===== config.mk =====
export PLATFORM = sky130hd
export DESIGN_NAME = pixel_layout_offset_core
export DESIGN_NICKNAME = d
export VERILOG_FILES = /design/src/rtl/plo_pkg.sv /design/src/rtl/pixel_layout_offset_core.sv /design/src/rtl/plo_cfg_regs.sv /design/src/rtl/plo_twiddle.sv /design/src/rtl/plo_offset_calc.sv
export SDC_FILE = /design/constraint.sdc
export NUM_CORES = 1
export LEC_CHECK = 0
export ABC_AREA = 1
export BUFFER_PORTS_ARGS = -buffer_cell sky130_fd_sc_hd__buf_2
export CAP_MARGIN = 15
export CORE_MARGIN = 3
export CORE_UTILIZATION = 35
export DETAILED_ROUTE_END_ITERATION = 8
export SLEW_MARGIN = 15
export SYNTH_ARGS = -nofsm -noshare
export SYNTH_HDL_FRONTEND = slang
export SYNTH_SLANG_ARGS = --single-unit
export TNS_END_PERCENT = 30

===== constraint.sdc =====
create_clock -name clock -period 12.1 [get_ports clock]
set_input_delay 1.815 -clock clock [delete_from_list [all_inputs] [get_ports clock]]
set_output_delay 1.815 -clock clock [all_outputs]
set_load 0.01 [all_outputs]

===== src/rtl/plo_pkg.sv =====
// plo_pkg: shared types, codes and a helper function for the pixel layout offset block
// no dependencies; used by every module under rtl

package plo_pkg;

   // widths fixed by the register map and the item fields
   localparam int unsigned CoordW  = 12;
   localparam int unsigned DimW    = 13;
   localparam int unsigned LogW    = 4;
   localparam int unsigned OffW    = 24;
   localparam int unsigned ModeW   = 3;
   localparam int unsigned CsrIdxW = 2;

   // layout codes
   localparam logic [ModeW-1:0] LM_STRIDED = 3'd0;
   localparam logic [ModeW-1:0] LM_TILE8   = 3'd1;
   localparam logic [ModeW-1:0] LM_TILE16  = 3'd2;
   localparam logic [ModeW-1:0] LM_TILE32  = 3'd3;
   localparam logic [ModeW-1:0] LM_TWIDDLE = 3'd4;

   // register indexes
   localparam logic [CsrIdxW-1:0] REG_LAYOUT_MODE  = 2'd0;
   localparam logic [CsrIdxW-1:0] REG_IMAGE_WIDTH  = 2'd1;
   localparam logic [CsrIdxW-1:0] REG_IMAGE_HEIGHT = 2'd2;

   // reset values
   localparam logic [DimW-1:0] DIM_RESET = 13'd4096;
   localparam logic [LogW-1:0] LOG_RESET = 4'd12;

   // configuration as seen by the datapath, with the twiddle sizes precomputed
   typedef struct packed {
      logic [ModeW-1:0] mode;
      logic [DimW-1:0]  width;
      logic [LogW-1:0]  wlog;    // log2 of width rounded up to a power of two
      logic [LogW-1:0]  hlog;    // log2 of height rounded up to a power of two
      logic             wzero;   // width is zero
      logic             hzero;   // height is zero
   } plo_cfg_type;

   // ceil(log2(v)) for v >= 1, i.e. bit length of v-1
   function automatic logic [LogW-1:0] ceil_log2(input logic [DimW-1:0] v);
      logic [DimW-1:0] vm;
      logic [LogW-1:0] n;
      vm = v - DimW'(1);
      n  = '0;
      for (int i = 0; i < DimW; i++) begin
         if (vm[i]) begin
            n = LogW'(i + 1);
         end
      end
      return n;
   endfunction

endpackage


===== src/rtl/pixel_layout_offset_core.sv =====
// pixel_layout_offset_core: top level of the pixel layout offset generator
// depends on plo_pkg, plo_cfg_regs and plo_offset_calc
//
//   channel   direction   handshake               payload
//   req       in          req_valid / req_ready   req_coord_x, req_coord_y
//   rsp       out         rsp_valid / rsp_ready   rsp_linear_offset
//   csr       in          csr_wen                 csr_index, csr_wdata
//
// one item per cycle sustained while rsp_ready stays high; an accepted item passes the coordinate
// register and then the offset register before rsp_valid rises
// latency is set by the coordinate register and the offset register around one multiplier
// reset is synchronous, active high, and restores strided layout with a 4096 x 4096 image
// when rsp is stalled the coordinate register still takes one more item, then req_ready drops
// req_ready follows rsp_ready combinationally only while both stages hold an item

module pixel_layout_offset_core (
   input  logic                              clock,
   input  logic                              reset,

   input  logic                              req_valid,
   output logic                              req_ready,
   input  logic [plo_pkg::CoordW-1:0]        req_coord_x,
   input  logic [plo_pkg::CoordW-1:0]        req_coord_y,

   output logic                              rsp_valid,
   input  logic                              rsp_ready,
   output logic [plo_pkg::OffW-1:0]          rsp_linear_offset,

   input  logic                              csr_wen,
   input  logic [plo_pkg::CsrIdxW-1:0]       csr_index,
   input  logic [plo_pkg::DimW-1:0]          csr_wdata
);

   plo_pkg::plo_cfg_type        cfg;

   // coordinate stage
   logic                        s1_vld_ff;
   logic                        s1_vld_in;
   logic [plo_pkg::CoordW-1:0]  x_ff;
   logic [plo_pkg::CoordW-1:0]  y_ff;

   // result stage
   logic                        rsp_vld_ff;
   logic                        rsp_vld_in;
   logic [plo_pkg::OffW-1:0]    offset_ff;
   logic [plo_pkg::OffW-1:0]    offset_in;

   logic                        out_free;
   logic                        req_take;
   logic                        s1_move;

   // configuration registers, with rounded twiddle sizes
   plo_cfg_regs u_cfg_regs (
      .clock     (clock),
      .reset     (reset),
      .csr_wen   (csr_wen),
      .csr_index (csr_index),
      .csr_wdata (csr_wdata),
      .cfg       (cfg)
   );

   // offset arithmetic between the two registers
   plo_offset_calc u_offset_calc (
      .coord_x (x_ff),
      .coord_y (y_ff),
      .cfg     (cfg),
      .offset  (offset_in)
   );

   // result register empties or is being drained this cycle
   assign out_free  = !rsp_vld_ff || rsp_ready;
   // coordinate stage can take an item when empty or when it moves on
   assign req_ready = !s1_vld_ff || out_free;
   assign req_take  = req_valid && req_ready;
   assign s1_move   = s1_vld_ff && out_free;

   always_comb begin
      s1_vld_in = s1_vld_ff;
      if (req_ready) begin
         s1_vld_in = req_valid;
      end
   end

   always_comb begin
      rsp_vld_in = rsp_vld_ff;
      if (out_free) begin
         rsp_vld_in = s1_vld_ff;
      end
   end

   always_ff @(posedge clock) begin
      if (reset) begin
         s1_vld_ff  <= 1'b0;
         rsp_vld_ff <= 1'b0;
      end else begin
         s1_vld_ff  <= s1_vld_in;
         rsp_vld_ff <= rsp_vld_in;
      end
   end

   // payload registers, no reset
   always_ff @(posedge clock) begin
      if (req_take) begin
         x_ff <= req_coord_x;
         y_ff <= req_coord_y;
      end
      if (s1_move) begin
         offset_ff <= offset_in;
      end
   end

   assign rsp_valid         = rsp_vld_ff;
   assign rsp_linear_offset = offset_ff;

`ifndef SYNTHESIS
   // input side stalls only when both stages hold an item
   a_ready_only_when_full: assert property (@(posedge clock) disable iff (reset)
      !req_ready |-> (s1_vld_ff && rsp_vld_ff))
      else $error("req_ready low with a free stage");

   // a held coordinate item survives an output stall unchanged
   a_s1_holds: assert property (@(posedge clock) disable iff (reset)
      (s1_vld_ff && !out_free) |=> (s1_vld_ff && $stable(x_ff) && $stable(y_ff)))
      else $error("coordinate stage lost or changed an item under stall");

   // unknown layout codes give offset zero
   a_unknown_zero: assert property (@(posedge clock) disable iff (reset)
      (s1_move && cfg.mode != plo_pkg::LM_STRIDED && cfg.mode != plo_pkg::LM_TILE8
       && cfg.mode != plo_pkg::LM_TILE16 && cfg.mode != plo_pkg::LM_TILE32
       && cfg.mode != plo_pkg::LM_TWIDDLE) |=> (rsp_linear_offset == '0))
      else $error("unknown layout gave a nonzero offset");

   // in 8 pixel tiles the low bits are the in-tile column and row
   a_tile8_low_bits: assert property (@(posedge clock) disable iff (reset)
      (s1_move && cfg.mode == plo_pkg::LM_TILE8) |=>
         (rsp_linear_offset[2:0] == $past(x_ff[2:0])
          && rsp_linear_offset[5:3] == $past(y_ff[2:0])))
      else $error("tile of 8 offset has wrong in-tile bits");
`endif

endmodule


===== src/rtl/plo_cfg_regs.sv =====
// plo_cfg_regs: configuration registers with twiddle size derivation at write time
// depends on plo_pkg

module plo_cfg_regs (
   input  logic                              clock,
   input  logic                              reset,
   input  logic                              csr_wen,
   input  logic [plo_pkg::CsrIdxW-1:0]       csr_index,
   input  logic [plo_pkg::DimW-1:0]          csr_wdata,
   output plo_pkg::plo_cfg_type              cfg
);

   plo_pkg::plo_cfg_type cfg_ff;
   plo_pkg::plo_cfg_type cfg_in;

   always_comb begin
      cfg_in = cfg_ff;
      if (csr_wen) begin
         case (csr_index)
            plo_pkg::REG_LAYOUT_MODE: begin
               cfg_in.mode = csr_wdata[plo_pkg::ModeW-1:0];
            end
            plo_pkg::REG_IMAGE_WIDTH: begin
               cfg_in.width = csr_wdata;
               cfg_in.wlog  = plo_pkg::ceil_log2(csr_wdata);
               cfg_in.wzero = (csr_wdata == '0);
            end
            plo_pkg::REG_IMAGE_HEIGHT: begin
               cfg_in.hlog  = plo_pkg::ceil_log2(csr_wdata);
               cfg_in.hzero = (csr_wdata == '0);
            end
            default: begin
               cfg_in = cfg_ff;
            end
         endcase
      end
   end

   always_ff @(posedge clock) begin
      if (reset) begin
         cfg_ff.mode  <= plo_pkg::LM_STRIDED;
         cfg_ff.width <= plo_pkg::DIM_RESET;
         cfg_ff.wlog  <= plo_pkg::LOG_RESET;
         cfg_ff.hlog  <= plo_pkg::LOG_RESET;
         cfg_ff.wzero <= 1'b0;
         cfg_ff.hzero <= 1'b0;
      end else begin
         cfg_ff <= cfg_in;
      end
   end

   assign cfg = cfg_ff;

endmodule


===== src/rtl/plo_twiddle.sv =====
// plo_twiddle: morton (twiddled) offset, x bit above y bit, longer side remainder added
// depends on plo_pkg

module plo_twiddle (
   input  logic [plo_pkg::CoordW-1:0]  coord_x,
   input  logic [plo_pkg::CoordW-1:0]  coord_y,
   input  plo_pkg::plo_cfg_type        cfg,
   output logic [plo_pkg::OffW-1:0]    offset
);

   localparam int unsigned MortW = 2 * plo_pkg::DimW;

   logic [plo_pkg::LogW-1:0] levels;
   logic [plo_pkg::LogW-1:0] sx;
   logic [plo_pkg::LogW-1:0] sy;
   logic [plo_pkg::LogW:0]   lvl_gap;
   logic [plo_pkg::DimW:0]   xlim;
   logic [plo_pkg::DimW:0]   ylim;
   logic [plo_pkg::DimW-1:0] xs;
   logic [plo_pkg::DimW-1:0] ys;
   logic [plo_pkg::DimW-1:0] xh;
   logic [plo_pkg::DimW-1:0] yh;
   logic [MortW-1:0]         mort;
   logic [MortW-1:0]         mort_sh;
   logic [plo_pkg::DimW-1:0] xrem;
   logic [plo_pkg::DimW-1:0] yrem;
   logic [plo_pkg::OffW-1:0] tail;

   // interleave depth and how far each side reaches past it
   assign levels  = (cfg.wlog < cfg.hlog) ? cfg.wlog : cfg.hlog;
   assign sx      = cfg.wlog - levels;
   assign sy      = cfg.hlog - levels;
   assign lvl_gap = {1'b0, sx} + {1'b0, sy};

   // coordinates past the rounded size saturate: every level then takes its half
   assign xlim = ((plo_pkg::DimW+1)'(1) << cfg.wlog) - (plo_pkg::DimW+1)'(1);
   assign ylim = ((plo_pkg::DimW+1)'(1) << cfg.hlog) - (plo_pkg::DimW+1)'(1);
   assign xs   = ({2'b00, coord_x} > xlim) ? xlim[plo_pkg::DimW-1:0] : {1'b0, coord_x};
   assign ys   = ({2'b00, coord_y} > ylim) ? ylim[plo_pkg::DimW-1:0] : {1'b0, coord_y};
   assign xh   = xs >> sx;
   assign yh   = ys >> sy;

   always_comb begin
      for (int j = 0; j < plo_pkg::DimW; j++) begin
         mort[2*j+1] = xh[j];
         mort[2*j]   = yh[j];
      end
   end

   assign mort_sh = mort << lvl_gap;

   // what is left of the longer side after the interleaved levels
   assign xrem = {1'b0, coord_x} - (xh << sx);
   assign yrem = {1'b0, coord_y} - (yh << sy);

   always_comb begin
      if (cfg.wlog > cfg.hlog) begin
         tail = plo_pkg::OffW'(xrem);
      end else if (cfg.hlog > cfg.wlog) begin
         tail = plo_pkg::OffW'(yrem);
      end else begin
         tail = '0;
      end
   end

   always_comb begin
      if (cfg.wzero || cfg.hzero) begin
         // no interleave at all, only the other side counts
         if (cfg.wzero && !cfg.hzero && cfg.hlog != '0) begin
            offset = plo_pkg::OffW'(coord_y);
         end else if (cfg.hzero && !cfg.wzero && cfg.wlog != '0) begin
            offset = plo_pkg::OffW'(coord_x);
         end else begin
            offset = '0;
         end
      end else begin
         offset = mort_sh[plo_pkg::OffW-1:0] + tail;
      end
   end

endmodule


===== src/rtl/plo_offset_calc.sv =====
// plo_offset_calc: strided and tiled offsets on one shared multiplier, layout select
// depends on plo_pkg and plo_twiddle

module plo_offset_calc (
   input  logic [plo_pkg::CoordW-1:0]  coord_x,
   input  logic [plo_pkg::CoordW-1:0]  coord_y,
   input  plo_pkg::plo_cfg_type        cfg,
   output logic [plo_pkg::OffW-1:0]    offset
);

   localparam int unsigned ShW   = 3;
   localparam int unsigned MaskW = 5;
   localparam int unsigned ProdW = plo_pkg::DimW + plo_pkg::CoordW;

   logic [ShW-1:0]              tshift;
   logic [MaskW-1:0]            tmask;
   logic [plo_pkg::DimW:0]      tpr_sum;
   logic [plo_pkg::DimW-1:0]    tpr;
   logic [plo_pkg::CoordW-1:0]  yq;
   logic [plo_pkg::CoordW-1:0]  xq;
   logic [plo_pkg::CoordW-1:0]  ylow;
   logic [plo_pkg::CoordW-1:0]  xlow;
   logic [ProdW-1:0]            prod;
   logic [plo_pkg::OffW-1:0]    tile;
   logic [plo_pkg::OffW-1:0]    block_off;
   logic [plo_pkg::OffW-1:0]    twid_off;

   // strided is the degenerate case of a one pixel tile
   always_comb begin
      case (cfg.mode)
         plo_pkg::LM_TILE8:  tshift = 3'd3;
         plo_pkg::LM_TILE16: tshift = 3'd4;
         plo_pkg::LM_TILE32: tshift = 3'd5;
         default:            tshift = 3'd0;
      endcase
   end

   assign tmask   = (MaskW'(1) << tshift) - MaskW'(1);
   assign tpr_sum = {1'b0, cfg.width} + (plo_pkg::DimW+1)'(tmask);
   assign tpr     = plo_pkg::DimW'(tpr_sum >> tshift);
   assign yq      = coord_y >> tshift;
   assign xq      = coord_x >> tshift;
   assign ylow    = coord_y & plo_pkg::CoordW'(tmask);
   assign xlow    = coord_x & plo_pkg::CoordW'(tmask);

   assign prod = (ProdW'(tpr) * ProdW'(yq)) + ProdW'(xq);
   assign tile = prod[plo_pkg::OffW-1:0];

   // tile base sits above the in-tile row and column bits
   assign block_off = (tile << {tshift, 1'b0})
                    | (plo_pkg::OffW'(ylow) << tshift)
                    | plo_pkg::OffW'(xlow);

   plo_twiddle u_twiddle (
      .coord_x (coord_x),
      .coord_y (coord_y),
      .cfg     (cfg),
      .offset  (twid_off)
   );

   always_comb begin
      case (cfg.mode)
         plo_pkg::LM_STRIDED,
         plo_pkg::LM_TILE8,
         plo_pkg::LM_TILE16,
         plo_pkg::LM_TILE32:  offset = block_off;
         plo_pkg::LM_TWIDDLE: offset = twid_off;
         default:             offset = '0;
      endcase
   end

endmodule


==> results of run 1 <==
==> metal layers <==
| metal | up-vias | share of wire (%) | track usage (%) |
|---|---|---|---|
| met4 | 0 | 4.5 | 10.2 |
| met1 | 8286 | 42 | 31.8 |
| li1 | 8440 | - | - |
| met3 | 157 | 5.7 | 2.67 |
| met5 | - | 0 | 0 |
| met2 | 707 | 47 | 41.8 |
==> power groups by stage <==
stage | clock network [mW] | logic (mW) | registers [mW]
5_1_grt | 0.290 | 4.90 | 0.429
3_5_place_dp | 0 | 4.30 | 0.430
6_report | 0.277 | 4.38 | 0.424
4_1_cts | 0.281 | 4.33 | 0.426
2_1_floorplan | 0 | 3.05 | 0.428
3_3_place_gp | 0 | 4.26 | 0.432
==> stage by stage <==
| stage | hold WS (ps) | instance area (um2) | std cells |
|---|---|---|---|
| CTS | 501 | 18000 | 3203 |
| detailed placement | 490 | 17700 | 3187 |
| floorplan | 444 | 16800 | 2591 |
| global placement | 479 | 17700 | 3187 |
| global route | 533 | 18000 | 3203 |
| finish | 501 | 18000 | 3203 |
==> final cells by class <==
cell class | instances | share of cell area, %
multi-input combinational | 1981 | 71.1
inverter | 428 | 8.91
tap | 607 | 4.21
clock buffer | 12 | 1.48
clock inverter | 4 | 0.160
timing repair buffer | 95 | 3.00
sequential | 76 | 11.1
==> registers in the layout (all words and copies together), names as in the netlist <==
register and count:
rsp_valid 1, rsp_linear_offset 24, y_ff 12, x_ff 12, u_cfg_regs.cfg 26, s1_vld_ff 1
==> logic make-up after synthesis <==
kind of cell / synth area share, %
AO/OA/AOI/OAI: 14.8
XOR/XNOR: 3.39
adder cells (fa/ha/maj): 26.4
buffers and inverters: 12.2
flip-flops: 11.9
multiplexers: 0.0594
AND/OR/NAND/NOR: 31.2
==> critical path: cells and delay by family (launching register included) <==
kind	cells	cell delay (ps)
adders and majority gates	8	3220
and+or+nand+nor	22	2280
AOI/OAI and AO/OA	10	2120
buffers and inverters	8	940
DFF	1	570
xor gates and xnor gates	2	370
==> how the worst max path moves through the flow <==
stage,endpoint,depth (start not counted)
floorplan,rsp_linear_offset[23],52
global route,rsp_linear_offset[23],50
global placement,rsp_linear_offset[23],50
detailed placement,rsp_linear_offset[23],50
finish,rsp_linear_offset[23],50
CTS,rsp_linear_offset[23],50
==> cells in the final DEF (no fill, tap or decap), types with 14 or more instances in the layout <==
cell type / count
a31oi_1: 15
dfxtp_1: 28
buf_2: 69
o22ai_1: 38
xnor2_1: 18
nor3_1: 18
nand4_1: 23
clkinv_1: 14
edfxtp_1: 48
o21ai_0: 154
buf_4: 26
xor2_1: 40
ha_1: 152
fa_1: 127
inv_1: 405
o211ai_1: 17
nand2_1: 615
a21oi_1: 125
nand3_1: 274
nor2_1: 202
nand2_2: 24
==> impl_metrics.csv, run 1 <==
group,metric,value,unit
clock_tree,postCtsHoldBufs,0,
hold_path,hold_depth,2,
timing,hold_viol,0,
detailed_routing,vias,17600,
power,p_switching,3.07,mW
synthesis,synth_fp_nets,2914,
global_route,grt_max_degree,49,
synthesis,synth_area_leaders,"fa_1 (15%), nand2_1 (14%), ha_1 (11%)",
critical_path,critical-path-max-stage-delay,570,ps
clock_tree,cts_tree,"built",
clock_tree,cts_buffers,9,
cells_and_area,areaGrowthSynthToFinish,7.04,%
die,start_util,35.8,%
synthesis,ys_top_cells_by_count,"nand2_1 (615), inv_1 (405), nand3_1 (274), nor2_1 (203), o21ai_0 (154)",
power,power.total,5.08,mW
synthesis,synth_top_cell_by_area,"fa_1",
power,clkPwrFrac,5.5,%
detailed_routing,drtIter0Drc,1851,
hold_path,whs_endpoint,"u_cfg_regs.cfg[13]",
die,core,47100,um2
synthesis,ys_seq_elements,76,
place,gp_congestion,0.974,
synthesis,ys_seq_area_share,11.9,%
clock_tree,clockBufferDepth,2,
critical_path,worstReg2RegStart,"u_cfg_regs.cfg[23]",
power,p_leak,9.19,nW
timing,fin_crit,9800,ps
critical_path,crit_path_end_kind,"flip-flop",
die,dieArea,50800,um2
timing,tightest_slew,1070,ps
global_route,gr-total-overflow,0,
detailed_routing,firstDrtPassIters,5,
detailed_routing,wl_per_cell,19.5,um
synthesis,synth_top_area_share,15.1,%
die,rows,79,
timing,setup_slack,2300,ps
synthesis,syn-cell-area,16800,um2
critical_path,worstRegToRegCells,50,
critical_path,r2r-end,"rsp_linear_offset[23]",
place,place_ws,2390,ps
clock_tree,clk_pin_slew,70,ps
critical_path,slowest_stage,"dfxtp_1",
place,io_buffers,69,
detailed_routing,vias_per_cell,5.49,
clock_tree,ctsResizeCount,0,
global_route,grt_antenna_before_repair,0,
die,io_pins,70,
critical_path,required,12200,ps
detailed_routing,ant_nets,0,
global_route,grt_usage,24.6,%
timing,rsz0062_at_grt,"false",
clock_tree,clock_latency,360,ps
cells_and_area,final_core_util,38.3,%
critical_path,r2r_setup_slack,2300,ps
flow_run,max_cap_viol_count,0,
global_route,first_global_vias,17200,
power,vdd_drop_max,0.212,mV
clock_tree,cts_root_buf,"clkbuf_16",
detailed_routing,drc_errors,0,
detailed_routing,drt-total-wl,62.4,mm
critical_path,critPathLaunch,"u_cfg_regs.cfg[23]",
cells_and_area,fill_cells,5099,
critical_path,start_kind,"flip-flop",
die,fp.dieH,225,um
power,internal-power,2.01,mW
power,combPwrFrac,86.2,%
cells_and_area,drive_above_1_share,7.47,%
cells_and_area,num-nets-final,2914,
timing,fmax,102,MHz
run_status,status,"completed",
timing,setup_viol_count_final,0,
die,die_w,225,um
synthesis,synth-edff-count,48,
clock_tree,cts_max_level,3,
clock_tree,post_cts_buffers,0,
place,dp.final_hpwl,50.8,mm
critical_path,path_class,"reg -> reg",
critical_path,arrival,9900,ps
synthesis,synth-async-reset-ratio,0,%
critical_path,cp_max_fo,11,
synthesis,yosys_warnings,0,
synthesis,avgSynthCellArea,6.50,um2
synthesis,netlist_instances,2591,
synthesis,yosysUniqueCellTypes,57,
clock_tree,clock_sinks,76,
timing,period_share,81.0,%
critical_path,cp_common_cell,"nand2_1",
cells_and_area,multiInputGateArea,12800,um2
synthesis,ys.flop_type,"edfxtp_1",
timing,skew,15.4,ps
synthesis,yosysMostFrequentCell,"nand2_1",
cells_and_area,antenna_cells,0,
power,p_per_area,282,nW/um2
power,seqPwrFrac,8.4,%
hold_path,holdCritStartpoint,"u_cfg_regs.cfg[13]",
timing,slew_headroom,28.4,%
timing,fin_tns_setup,0,ps
global_route,grt_pass1_wl,97.8,mm
cells_and_area,seqCellArea,2000,um2
power,p_sw_share,60.5,%
timing,final_max_slew_viol_count,0,
hold_path,min-delay-path-class,"reg -> reg",
Note: power is estimated with default switching activity, not from simulation.
==> run 2: changes to the inputs <==
clock period = 10.1 ns   (was 12.1 ns; I/O delays follow)
==> impl_metrics.csv, run 2 (synthesized netlist as in run 1, its figures left out) <==
group,metric,value,unit
run_status,status,"completed",
cells_and_area,largest_reg_flops,26,
cells_and_area,final_core_util,38.5,%
cells_and_area,antenna_cells,0,
power,p_leak,9.24,nW
critical_path,arrival,9420,ps
clock_tree,clk_pin_slew,70,ps
die,start_util,35.8,%
timing,period_share,92.2,%
clock_tree,cts_tree,"built",
cells_and_area,num-nets-final,2926,
cells_and_area,areaGrowthSynthToFinish,7.62,%
die,die_w,225,um
global_route,grt_usage,24.4,%
timing,fmax,107,MHz
place,dp.final_hpwl,49.6,mm
cells_and_area,final_common_cell,"nand2_1",
die,rows,79,
critical_path,path_class,"reg -> reg",
critical_path,cp_common_cell,"nand2_1",
timing,skew,14.3,ps
flow_run,max_cap_viol_count,0,
clock_tree,cts_max_level,3,
timing,slew_headroom,30.9,%
die,core,47100,um2
critical_path,slowest_stage,"dfxtp_1",
timing,setup_viol_count_final,0,
global_route,grt_antenna_before_repair,1,
clock_tree,clock_sinks,76,
critical_path,crit_path_end_kind,"flip-flop",
clock_tree,clock_latency,370,ps
die,dieArea,50800,um2
hold_path,min-delay-path-class,"reg -> reg",
place,gp_congestion,0.966,
timing,final_max_slew_viol_count,0,
timing,hold_viol,0,
detailed_routing,ant_nets,0,
global_route,grt_max_degree,49,
cells_and_area,layout_common_cells,"nand2_1 (615), inv_1 (403), nand3_1 (274), nor2_1 (202), ha_1 (152)",
critical_path,critical-path-max-stage-delay,530,ps
global_route,first_global_vias,17400,
detailed_routing,drt-total-wl,60.7,mm
critical_path,start_kind,"flip-flop",
detailed_routing,wl_per_cell,18.9,um
detailed_routing,drc_errors,0,
power,p_per_area,333,nW/um2
timing,rsz0062_at_grt,"false",
detailed_routing,firstDrtPassIters,8,
clock_tree,cts_buffers,9,
power,vdd_drop_max,0.274,mV
die,fp.dieH,225,um
timing,tightest_slew,1040,ps
place,io_buffers,69,
global_route,gr-total-overflow,0,
clock_tree,clockBufferDepth,2,
timing,fin_tns_setup,0,ps
critical_path,required,10210,ps
detailed_routing,vias,17400,
clock_tree,postCtsHoldBufs,0,
clock_tree,cts_root_buf,"clkbuf_16",
die,io_pins,70,
detailed_routing,drtIter0Drc,1587,
detailed_routing,vias_per_cell,5.42,
critical_path,cp_max_fo,29,
cells_and_area,drive_above_1_share,8.05,%
timing,fin_crit,9310,ps
global_route,grt_pass1_wl,97.5,mm
[run 2: final cells by class]
type                       instances  area (um2)
clock inverter                     7        73.8
timing repair buffer             107         631
inverter                         428        1610
sequential                        76        2000
multi-input combinational       1981       12800
clock buffer                       9         225
fill                            5045       28900
tap                              607         759
[run 2: critical path: cells and delay by family, from the launching register on]
| kind | cells | cell delay, ps |
|---|---|---|
| buffers and inverters | 11 | 1480 |
| XOR/XNOR | 1 | 120 |
| AND/OR/NAND/NOR | 24 | 2980 |
| AO/OA/AOI/OAI | 13 | 2150 |
| adder cells (fa/ha/maj) | 5 | 1770 |
| flip-flops | 1 | 530 |
[run 2: path summary, 6_finish.rpt]
kind                          start               endpoint  slack, ps  cells past startpoint
setup / recovery  u_cfg_regs.cfg[3]  rsp_linear_offset[23]        790                     54
hold / removal            s1_vld_ff              rsp_valid        500                      2
setup reg to reg  u_cfg_regs.cfg[3]  rsp_linear_offset[23]        790                     54
hold reg to reg           s1_vld_ff              rsp_valid        500                      2
[run 2: layer usage]
metal	global-route usage [%]	wire length (um)
met1	30.9	25600
met3	2.37	3170
met4	11.5	3290
met2	41.7	28600
met5	0	8
[run 2: repair_timing]
action,in CTS,in global routing
gates resized for setup,0,8
endpoints found under the setup margin,0,3
setup buffers,0,0
[run 2: power breakdown]
| part | total, mW | switching, mW | leakage, nW | internal, mW |
|---|---|---|---|---|
| clock network | 0.343 | 0.150 | 0.150 | 0.193 |
| registers | 0.506 | 0.0430 | 0.690 | 0.463 |
| logic | 5.19 | 3.43 | 8.40 | 1.76 |
[run 2: through the flow]
| stage | total power, mW | cells | instance area (um2) | hold slack (ps) | worst slack (ps) |
|---|---|---|---|---|---|
| CTS | 5.99 | 3215 | 18100 | 498 | 408 |
| global route | 6.73 | 3215 | 18100 | 521 | 8.63 |
| detailed placement | 5.60 | 3199 | 17800 | 494 | 451 |
| floorplan | 4.17 | 2591 | 16800 | 444 | 1410 |
| finish | 6.04 | 3215 | 18100 | 505 | 788 |
| global placement | 5.57 | 3199 | 17800 | 481 | 655 |
==> run 3: changes to the inputs <==
REMOVE_ABC_BUFFERS = 1   (was unset)
==> impl_metrics.csv, run 3 (synthesized netlist as in run 1, its figures left out) <==
group,metric,value,unit
run_status,status,"completed",
detailed_routing,drc_errors,0,
timing,rsz0062_at_grt,"false",
global_route,grt_usage,24.0,%
die,core,47100,um2
power,p_per_area,336,nW/um2
clock_tree,cts_root_buf,"clkbuf_16",
global_route,gr-total-overflow,0,
timing,skew,17.1,ps
global_route,met3_usage,2.57,%
critical_path,start_kind,"flip-flop",
hold_path,holdCritStartpoint,"u_cfg_regs.cfg[13]",
power,p_leak,9.25,nW
critical_path,cp_max_fo,21,
timing,fmax,110,MHz
critical_path,crit_path_end_kind,"flip-flop",
global_route,grt_antenna_before_repair,0,
detailed_routing,drtIter0Drc,1540,
critical_path,worstRegToRegCells,54,
global_route,grt_busiest_layer,"met2",
detailed_routing,vias,17400,
power,power.total,6.10,mW
global_route,first_global_vias,17200,
clock_tree,clock_latency,370,ps
cells_and_area,num-nets-final,2928,
detailed_routing,firstDrtPassIters,6,
timing,fin_tns_setup,0,ps
timing,hold_viol,0,
die,dieArea,50800,um2
global_route,grtUsageMet2,41.8,%
cells_and_area,antenna_cells,0,
clock_tree,clock_sinks,76,
clock_tree,cts_tree,"built",
place,dp.final_hpwl,50.2,mm
power,vdd_drop_max,0.252,mV
global_route,grt_max_degree,49,
timing,period_share,90.1,%
clock_tree,cts_buffers,9,
critical_path,r2r_setup_slack,1000,ps
timing,setup_viol_count_final,0,
clock_tree,ctsResizeCount,0,
detailed_routing,ant_nets,0,
timing,fin_crit,9100,ps
cells_and_area,layout_common_cells,"nand2_1 (615), inv_1 (403), nand3_1 (274), nor2_1 (202), o21ai_0 (153)",
detailed_routing,drt-total-wl,60.9,mm
timing,final_max_slew_viol_count,0,
global_route,use_met1,30.0,%
place,io_buffers,69,
clock_tree,clockBufferDepth,2,
cells_and_area,areaGrowthSynthToFinish,7.69,%
hold_path,hold_depth,2,
detailed_routing,vias_per_cell,5.42,
critical_path,critical-path-max-stage-delay,510,ps
die,fp.dieH,225,um
die,die_w,225,um
clock_tree,cts_max_level,3,
detailed_routing,wl_per_cell,18.9,um
critical_path,slowest_stage,"dfxtp_1",
hold_path,whs_endpoint,"u_cfg_regs.cfg[13]",
cells_and_area,final_common_cell,"nand2_1",
clock_tree,post_cts_buffers,0,
flow_run,max_cap_viol_count,0,
place,placed_area,17800,um2
global_route,grt_pass1_wl,95.4,mm
critical_path,arrival,9220,ps
hold_path,min-delay-path-class,"reg -> reg",
die,start_util,35.8,%
cells_and_area,drive_above_1_share,8.20,%
clock_tree,postCtsHoldBufs,0,
critical_path,required,10220,ps
critical_path,r2r-end,"rsp_linear_offset[23]",
cells_and_area,largest_reg_flops,26,
critical_path,path_class,"reg -> reg",
critical_path,worstReg2RegStart,"u_cfg_regs.cfg[3]",
clock_tree,clk_pin_slew,80,ps
die,rows,79,
timing,tightest_slew,1030,ps
die,io_pins,70,
timing,slew_headroom,31.1,%
cells_and_area,fin_area,18100,um2
place,gp_congestion,0.960,
run 3: area by class of cell:
| cell class | instances | area, um2 |
|---|---|---|
| clock inverters | 7 | 67.6 |
| repair buffers | 109 | 646 |
| well taps | 607 | 759 |
| fillers | 5097 | 28900 |
| clock buffers | 9 | 225 |
| inverters | 428 | 1610 |
| flip-flops and latches | 76 | 2000 |
| multi-input cells | 1981 | 12800 |
run 3: metrics by stage:
step,utilization (%),hold WS [ps],instances,setup WS [ps]
2_1_floorplan,-,445,2485,566
3_3_place_gp,37.9,479,3201,738
3_5_place_dp,37.9,488,3201,571
4_1_cts,38.5,499,3217,546
5_1_grt,38.6,524,3217,79.2
6_report,38.6,498,3217,995
run 3: worst max-delay path: cells and delay by family (launching register included):
| family | cells | cell delay, ps |
|---|---|---|
| adder cells (fa/ha/maj) | 5 | 1650 |
| XOR/XNOR | 1 | 160 |
| AO/OA/AOI/OAI | 12 | 2370 |
| flip-flops | 1 | 510 |
| buffers and inverters | 12 | 1240 |
| AND/OR/NAND/NOR | 24 | 2910 |
run 3: worst max-delay path by stage:
stage	from	slack (ps)	to	cells past startpoint
2_1_floorplan	u_cfg_regs.cfg[23]	570	rsp_linear_offset[23]	34
3_3_place_gp	u_cfg_regs.cfg[23]	740	rsp_linear_offset[23]	50
3_5_place_dp	u_cfg_regs.cfg[23]	570	rsp_linear_offset[23]	50
4_1_cts	u_cfg_regs.cfg[23]	550	rsp_linear_offset[23]	50
5_1_grt	u_cfg_regs.cfg[23]	80	rsp_linear_offset[23]	48
6_report	u_cfg_regs.cfg[3]	1000	rsp_linear_offset[23]	54
run 3: per-layer routing:
metal  share of wire, %  routed length (um)  vias to the layer above
met2                 48               29200                      630
met1                 42               25600                     8190
li1                   -                   -                     8462
met3                5.3                3240                      154
met4                4.8                2920                        0
met5                  0                   0                        -
run 3: report_power, final:
group	total, mW	switching [mW]	internal, mW
Combinational	5.26	3.49	1.77
Clock	0.331	0.159	0.172
Sequential	0.509	0.0459	0.463
Total	6.10	3.69	2.41
